--- config.mk ---
export PLATFORM = sky130hd
export DESIGN_NAME = cbs_lane
export DESIGN_NICKNAME = d
export VERILOG_FILES = /design/src/cbs_pkg.sv /design/src/cbs_lane.sv
export SDC_FILE = /design/constraint.sdc
export NUM_CORES = 2
export LEC_CHECK = 0
export ABC_AREA = 1
export BUFFER_PORTS_ARGS = -buffer_cell sky130_fd_sc_hd__buf_2
export CAP_MARGIN = 20
export CELL_PAD_IN_SITES_DETAIL_PLACEMENT = 0
export CELL_PAD_IN_SITES_GLOBAL_PLACEMENT = 1
export CORE_MARGIN = 1.5
export CORE_UTILIZATION = 53
export CTS_CLUSTER_SIZE = 40
export DETAILED_ROUTE_END_ITERATION = 10
export PLACE_DENSITY = 0.87
export SYNTH_ARGS = -nofsm -noshare
export SYNTH_HDL_FRONTEND = slang
export SYNTH_SLANG_ARGS = --single-unit
--- constraint.sdc ---
create_clock -name clk -period 13.5 [get_ports clk]
set_clock_uncertainty 0.1 [all_clocks]
set_input_delay 2.7 -clock clk [delete_from_list [all_inputs] [get_ports clk]]
set_output_delay 2.7 -clock clk [all_outputs]
set_load 0.02 [all_outputs]
--- src/cbs_pkg.sv ---
package cbs_pkg;

	// table geometry
	localparam int MAX_POINTS = 64;
	localparam int IDX_W      = $clog2(MAX_POINTS);
	localparam int CNT_W      = 7;                   // point_count register
	localparam int COORD_W    = 32;                  // signed Q16.16
	localparam int U_W        = 17;                  // Q0.16, 65536 = 1.0
	localparam int SEG_W      = 7;                   // segment index / virtual point
	localparam int W_W        = 31;                  // unsigned Q0.30 weight
	localparam int NUM_W      = 52;                  // basis numerators at 6*S^3
	localparam int ACC_W      = 66;                  // lane accumulator

	localparam logic [U_W-1:0]   ONE_Q16  = 17'h10000;
	localparam logic [CNT_W-1:0] MIN_CNT  = 7'd4;
	localparam logic [CNT_W-1:0] MAX_CNT  = CNT_W'(MAX_POINTS);
	localparam logic [31:0]      RECIP3   = 32'hAAAA_AAAB;   // ceil(2^33 / 3)
	localparam logic [1:0]       LAST_TAP = 2'd3;

	// configuration register indexes
	localparam int CFG_IDX_W = 1;
	localparam logic [CFG_IDX_W-1:0] CFG_CLAMPED = 1'b0;
	localparam logic [CFG_IDX_W-1:0] CFG_COUNT   = 1'b1;

	// item kinds
	localparam logic OP_LOAD   = 1'b0;
	localparam logic OP_SAMPLE = 1'b1;

	typedef enum logic [2:0] {
		ST_IDLE,
		ST_SEG,
		ST_WGT,
		ST_MAC,
		ST_DRAIN
	} state_t;

	typedef logic [W_W-1:0] weight_t;
	typedef logic [3:0][W_W-1:0] weight_vec_t;

	typedef struct packed {
		logic signed [COORD_W-1:0] z;
		logic signed [COORD_W-1:0] y;
		logic signed [COORD_W-1:0] x;
	} point_t;

	typedef struct packed {
		logic clear;
		logic mul_en;
		logic acc_en;
	} lane_ctrl_t;

endpackage

--- src/cbs_lane.sv ---
module cbs_lane (
	input  logic                                 clk,
	input  cbs_pkg::lane_ctrl_t                  ctrl,
	input  cbs_pkg::weight_t                     weight,
	input  logic signed [cbs_pkg::COORD_W-1:0]   coord,
	output logic signed [cbs_pkg::COORD_W-1:0]   result
);
	import cbs_pkg::*;

	localparam logic signed [ACC_W-1:0] HALF = ACC_W'(1) << 29;

	logic signed [2*COORD_W-1:0] prod_s2;
	logic signed [ACC_W-1:0]     acc_q;
	logic signed [ACC_W-1:0]     rnd, sh;
	logic                        fits;

	always_ff @(posedge clk) begin
		if (ctrl.mul_en) begin
			prod_s2 <= $signed({1'b0, weight}) * coord;
		end
		if (ctrl.clear) begin
			acc_q <= '0;
		end else if (ctrl.acc_en) begin
			acc_q <= acc_q + $signed({{(ACC_W-2*COORD_W){prod_s2[2*COORD_W-1]}}, prod_s2});
		end
	end

	// round to Q16.16 and saturate
	always_comb begin
		rnd  = acc_q + HALF;
		sh   = rnd >>> 30;
		fits = (&sh[ACC_W-1:COORD_W-1]) | ~(|sh[ACC_W-1:COORD_W-1]);
		if (fits) begin
			result = sh[COORD_W-1:0];
		end else if (sh[ACC_W-1]) begin
			result = {1'b1, {(COORD_W-1){1'b0}}};
		end else begin
			result = {1'b0, {(COORD_W-1){1'b1}}};
		end
	end

endmodule

==> results.yml <==
status:
  status: "complete, no violations"
clock_tree:
  cts_root_buf: "clkbuf_16"
  clk_latency_ns: 0.46
  clkTransAtPathRegs_ns: 0.06
  clockBufferDepth: 2
  cts_tree: "built"
  cts_resized: 0
  cts_buffers: 17
  clock-sinks: 130
  hold_buffers: 0
  cts_setup_buffers: 0
  htreeDepth: 4
worst_setup_path:
  worst-path-max-fanout: 32
  r2r_end: "acc_q[50]$_SDFFE_PP0P_"
  reg2reg_from: "prod_s2[0]$_DFFE_PP_"
  cp_top_family: "adder cells"
  slowest_delay_ns: 0.68
  critPathKind: "input port to flop"
  ff2ff_path_depth: 16
  start_kind: "input port"
  critPathSlowestCell: "buf_2"
  critPathCaptureType: "flop"
  crit_required_ns: 13.60
  crit_arrival_ns: 9.89
  cp_num_buf_inv: 9
  r2r_slack_ns: 10.59
global_routing:
  grtUsageTotal: 0.335
  grt_pass1_wl_um: 224000
  grt_max_degree: 69
  grt_pass1_vias: 39900
  use_met2: 0.560
  grt_use_met3: 0.0495
  grt_use_met1: 0.450
  antenna_found_initial: 0
  top_usage_layer: "met2"
  grt-ovfl-total: 0
synthesis:
  synth_commonest_cells: "1911 x inv_1, 1748 x nand2_1, 868 x fa_1"
  async_flop_share: 0
  synth_edf_count: 64
  synth_most_common_cell: "inv_1"
  synth_top_cell_area_share: 0.381
  synth_area_sq_um: 45600
  synth_area_leaders: "fa_1 38%, inv_1 16%, nand2_1 14%"
  synth_seq_area_share: 0.0711
  synth_cell_type_count: 41
  netlist_instances: 6362
  ys.flop_type: "dfxtp_1"
  synth_fp_nets: 7660
  yosysTopAreaCell: "fa_1"
  ys_ff_latch: 130
  ys_warn_count: 0
  avgSynthCellArea_sq_um: 7.16
routing:
  viasPerCell: 5.12
  antenna_left: 0
  drcViolationCount: 0
  vias: 38100
  first_pass_iters: 6
  wl_um: 141000
  drt_iter0_markers: 2913
  post_drt_wl_per_cell_um: 19.0
timing:
  fmax_mhz: 102
  fin_setup_tns_ns: 0
  final_max_slew_viol_count: 0
  setup_slack_ns: 3.71
  setup_violations: 0
  rsz0062_at_grt: "false"
  hold_viol: 0
  finalCritPeriodShare: 0.725
  slew_headroom: 0.335
  post-route-min-period_ns: 9.79
  worstMarginPinSlew_ns: 0.997
cells_and_area:
  fill_cells: 8473
  syn_to_final_growth_pct: 4.02
  drive_gt1_frac: 0.0300
  n_antenna_cell: 0
  nets: 7584
  fin_area_sq_um: 47400
hold_path:
  hp-start: "acc_q[0]$_SDFFE_PP0P_"
  hold_path_end: "acc_q[0]$_SDFFE_PP0P_"
  hold_path.class: "flop to flop"
  hold_depth: 2
floorplanning:
  start_util: 0.535
  die-area_sq_um: 87800
  core_sq_um: 85100
  io_pins: 99
  die_w_um: 296
  die_h_um: 296
  fp-row-count: 107
placed_design:
  hpwl_um: 114000
  gp_congestion: 0.982
  postPlaceCellArea_sq_um: 46800
  port_buffers: 98
  place_ws_ns: 3.27
flow_run:
  cap_violations: 0
[final cells by class]
| cell class | count | area [sq um] | area share |
|---|---|---|---|
| multi-input combinational | 4100 | 34300 | 0.723 |
| inverter | 1915 | 7190 | 0.152 |
| sequential | 130 | 3240 | 0.0684 |
| tap | 1144 | 1430 | 0.0302 |
| timing repair buffer | 122 | 671 | 0.0141 |
| clock buffer | 17 | 425 | 0.00897 |
| clock inverter | 15 | 170 | 0.00359 |
[per-stage QoR]
step	std cells	utilization	hold slack (ns)
3_3_place_gp	7411	0.550	0.352
6_report	7443	0.557	0.369
5_1_grt	7443	0.557	0.407
3_5_place_dp	7411	0.550	0.363
4_1_cts	7443	0.557	0.373
2_1_floorplan	6362	-	0.345
[worst register-to-register path, stage by stage (launching register included)]
cell and delay (ns):
edfxtp_1 0.34, ha_1 0.21, inv_1 0.07, fa_1 0.41
nand3b_1 0.17, nand2_1 0.17, nand2_1 0.07, nand2_1 0.15
nand2_1 0.07, nand2_1 0.16, nand2_1 0.07, nand2_1 0.19
nand2_1 0.12, nand4_1 0.09, nand3_1 0.23, nand2_1 0.14
inv_1 0.04
[metal layers]
| layer | wire (um) | vias up |
|---|---|---|
| li1 | - | 18000 |
| met1 | 59200 | 18400 |
| met2 | 66700 | 1487 |
| met3 | 11200 | 221 |
| met4 | 4190 | 0 |
| met5 | 0 | - |
[state kept, by name, summed over array words and instances (netlist names)]
register / count
acc_q: 66
prod_s2: 64
[worst max path at each step]
stage          cells after the start        from                    end  slack (ns)
5_1_grt                           25  weight[21]  prod_s2[58]$_DFFE_PP_        3.42
4_1_cts                           28  weight[16]  prod_s2[58]$_DFFE_PP_        3.74
2_1_floorplan                     25    coord[8]  prod_s2[63]$_DFFE_PP_        4.60
3_3_place_gp                      23  weight[21]  prod_s2[56]$_DFFE_PP_        3.32
3_5_place_dp                      28  weight[16]  prod_s2[58]$_DFFE_PP_        3.27
6_report                          28  weight[16]  prod_s2[58]$_DFFE_PP_        3.71
[cell families (layout without fill, tap and decap cells)]
logic type,count (synthesis),count (layout),share of synthesized area
DFF,130,130,0.0711
xor gates and xnor gates,106,106,0.0204
adders and majority gates,1231,1231,0.481
AOI/OAI and AO/OA,382,382,0.0450
buffers and inverters,2132,2069,0.177
and+or+nand+nor,2381,2381,0.206
[cell usage in the layout, fill, tap and decap left out, types with 7 or more instances in the layout]
cell type	synthesis	final
a31oi_1	13	13
nor3_1	37	37
nand3_1	132	132
nand2_1	1748	1748
nand4_1	33	33
buf_2	0	98
a21oi_1	195	195
clkbuf_16	0	17
inv_1	1911	1910
or2_2	10	10
xor2_1	94	94
dfxtp_1	66	66
nor2_1	387	387
edfxtp_1	64	64
xnor2_1	12	12
o21bai_1	20	20
ha_1	363	363
o21a_1	7	7
o21ai_0	127	127
fa_1	868	868
buf_4	0	24
Power is not shown: default switching activity piles up to over one toggle a cycle in this logic, so the estimate is an artifact.
